### src/rtl/core/sif_delay.sv
module sif_delay #(
    parameter int W = 64,
    parameter int N = 1
) (
    input  logic         clk,
    input  logic         en,
    input  logic [W-1:0] d,
    output logic [W-1:0] q
);

    logic [W-1:0] tap_reg [N];

    always_ff @(posedge clk)
    begin
        if (en)
        begin
            tap_reg[0] <= d;
            for (int i = 1; i < N; i++)
            begin
                tap_reg[i] <= tap_reg[i-1];
            end
        end
    end

    assign q = tap_reg[N-1];

endmodule

### config.mk
export PLATFORM = sky130hd
export DESIGN_NAME = sif_delay
export DESIGN_NICKNAME = d
export VERILOG_FILES = /design/src/rtl/core/sif_delay.sv
export SDC_FILE = /design/constraint.sdc
export NUM_CORES = 1
export LEC_CHECK = 0
export BUFFER_PORTS_ARGS = -buffer_cell sky130_fd_sc_hd__buf_2
export CAP_MARGIN = 20
export CELL_PAD_IN_SITES_DETAIL_PLACEMENT = 0
export CELL_PAD_IN_SITES_GLOBAL_PLACEMENT = 1
export CORE_ASPECT_RATIO = 1.2
export CORE_MARGIN = 3
export CORE_UTILIZATION = 32
export DETAILED_ROUTE_END_ITERATION = 16
export MAX_ROUTING_LAYER = met4
export PLACE_DENSITY_LB_ADDON = 0.1
export SYNTH_ARGS = -nofsm -noshare
export SYNTH_HDL_FRONTEND = slang
export SYNTH_SLANG_ARGS = --single-unit
### constraint.sdc
create_clock -name clk -period 0.8 [get_ports clk]
set_input_delay 0.08 -clock clk [delete_from_list [all_inputs] [get_ports clk]]
set_output_delay 0.08 -clock clk [all_outputs]
set_load 0.1 [all_outputs]
==> After elaboration in Yosys (flattened, before gate mapping) <==
Memory sizes are Yosys's and may differ from the RTL's.
Cells that the tools add are included.
Widths: inputs -> output; s select.
{ "classes": {"n_mux": 2} }
{ "op_table": {"columns": ["cell", "n"], "rows": [
  ["$mux 1", 2]
]} }
{ "totals": {"ff_bits": 0, "ram_bits": 64, "output_inout_bits": 64, "wordCells": 3, "mem_count": 1} }
{ "memory_table": {"columns": ["name", "depth", "word_bits", "read_ports", "rd_clocked_by_memory_dff", "wr", "line", "text"], "rows": [
  ["tap_reg", 1, 64, 1, 0, 1, "11", "logic [W-1:0] tap_reg [N];"]
]} }

==> Longest topological paths before layout <==
{ "logic_depth": {"depth_word": 2, "mapped_depth": 0} }

==> Least setup slack after synthesis <==
No wires, ideal clock.
{ "synth_timing": {"path_type": "reg2out", "from": "memory tap_reg[0][0]", "to": "output q[0]", "t_arrival_ns": 0.904, "path_slack_ns": -0.184, "stages_incl_launch_ff": 1, "n_path_buf": 0, "path_cell_list": "edfxtp_1"} }
{ "synth_via": {"elab_chain_cells": 1} }
{ "synth_rtl": {"columns": ["item", "line", "text"], "rows": [
  ["start: declaration", "11", null],
  ["$mem_v2 1x64", null, null],
  ["end: declaration", "8", "output logic [W-1:0] q"]
]} }
Every way passes these cells.

==> Final worst setup path <==
{ "layout_timing": {"from": "memory tap_reg[0][6]", "to": "output q[6]"} }
Same word-level chain as after synthesis.

==> reports/qor.txt <==
CTS clk-pin slew, worst paths: 70 ps
Register area: 0.001922 sq mm
Critical Path AT: 960 ps
Outcome: complete, but fails checks
TritonRoute pass-1 iters: 4
Max reg flops: 64
Cell count after placement: 275
Gr busiest metal: met2
Fin area: 0.004488 sq mm
Max cap viols: 0
HP Class: in -> reg
Worst path bufs/invs: 1
FILL cells: 319
Critical Path Start Type: flop
CTS H-tree lvls: 3
Mux cell area share after synthesis: 0%
Commonest non-fill, non-tap cell in the layout: buf_12
Setup violators final: 64
CTS tree: yes
M2 GR Usage: 30.16%
Setup bufs post-CTS: 0
Cells after Synth: 64
Delay of the slowest critical-path stage: 430 ps
Leak: 1.862 nW
Clk buf depth: 2
Area share of the leading cell type in the synthesized netlist: 100.0%
Syn_area_per_cell: 30.03 sq um
#FFs+latches synth: 64
Port bufs: 129
Total CTS buffers: 9
Initial DRC Count: 79
Placed instance area: 0.003669 sq mm
Rows: 30
Yosys warnings: 0
Worst setup path category: reg -> out
Post-route ant nets: 0
First-pass GRT wire length: 8383 um
Slew @ Worst Pin: 188.7 ps
Root buffer cell: clkbuf_8
Synth unique cells: 1
Setup TNS Final: -13310 ps
Via density: 3.986
Die height: 90.90 um
Hold Slack: 246.0 ps
Largest net degree at the start of global routing: 36
IO Pins: 130
Syn-to-layout area delta: 133.5%
Die area: 0.006976 sq mm
Synth Area in Simple Gates: 0%
RSZ-0062 raised after global routing: yes
P per Cell Area: 2264 mW/mm^2
CP Cell Sequence: buf_12
Crit. End Element: primary output
Synth Area in XOR/XNOR: 0%
M3 GR Usage: 4.790%
Routed Wire Length: 5305 um
Max-slew headroom: 87.42%
Period utilisation layout: 129.4%
Remaining DRCs: 0
Worst VDD drop: 1.880 mV
Layout cells sized above 1: 52.00%
Crit path time final: 1035 ps
Fin util: 78.15%
Layout Nets: 336
Mapped Area: 0.001922 sq mm
Mapped Nets: 130
Synth Area in Adders: 0%
Initial cell density of the core: 33.46%
Core Footprint: 0.005743 sq mm
WP data required: 720 ps
Max Slew Vio Count: 0
DIE WIDTH: 76.75 um
Total GRT Usage: 16.79%
Initial antenna violation count: 0
Via count: 1415
Sequential share of the synthesized area: 100.0%
Crit path max-delay family: flip-flops
Final HPWL DP: 3396 um
Synth Area in Compound Gates: 0%
Finished Layout Cells: 355
Critical-path top delay cell: edfxtp_1
Multi-In Gates: 0
Clock net sink count: 64
WL/cell: 14.94 um
Final Wtd Congestion: 0.6398
Failing checks: negative setup slack
Synth area leaders: edfxtp_1 100%
Gr ovfl total: 0
Vias in the first global route: 1596
Max Freq: 0.9660 GHz
Max Fanout on Critical Path: 1
ANT cells: 0
Multi-input logic area: 0 sq um
Largest area contributor in the netlist: edfxtp_1
Most frequent cells in the layout: 66 x buf_12, 65 x buf_2, 64 x dlygate4sd3_1, 64 x edfxtp_1, 9 x clkbuf_8
Hold Vio Cnt, Final: 0
Final worst setup slack: -235.2 ps
GRT met1 Usage: 16.76%
==> metal layers <==
| metal | part of all wire [%] | up-vias |
|---|---|---|
| met5 | 0 | - |
| met4 | 1.5 | 0 |
| met3 | 6.3 | 7 |
| met2 | 59 | 75 |
| met1 | 33 | 656 |
| li1 | - | 677 |
==> logic make-up (layout without fill, tap and decap cells) <==
group	count (synthesis)	after routing
flip-flops	64	64
buffers and inverters	0	211
==> layout make-up <==
class | instances | area share, %
clock inverter | 5 | 1.059
timing repair buffer | 195 | 50.96
sequential | 64 | 42.82
tap | 80 | 2.230
clock buffer | 11 | 2.927
==> path summary, 6_finish.rpt <==
path,startpoint,endpoint,depth (start not counted)
setup / recovery,tap_reg[0][6]$_DFFE_PP_,q[6],1
hold / removal,en,tap_reg[0][56]$_DFFE_PP_,2
==> timing repair <==
action                                  CTS  global route
hold buffers                             64             0
endpoints found under the setup margin   64            64
resized for setup                         0             0
gates cloned                              0             0
endpoints found under the hold margin    64             0
==> power by group <==
part | internal (W) | total [W] | switching (W)
clock | 0.00141 | 0.00252 | 0.00111
sequential | 0.00400 | 0.00422 | 0.000212
combinational | 0.00128 | 0.00342 | 0.00214
==> Yosys cell counts <==
cell type	instances
edfxtp_1	64
==> per-stage QoR <==
step | worst slack (ps) | total power [W]
after floorplan | -184.0 | 0.006030
after global placement | 48.93 | 0.007441
after detailed placement | 31.94 | 0.007475
after CTS | -256.6 | 0.01024
after global routing | -268.7 | 0.01051
final | -235.2 | 0.01016
Note: power is estimated with default switching activity, not from simulation.
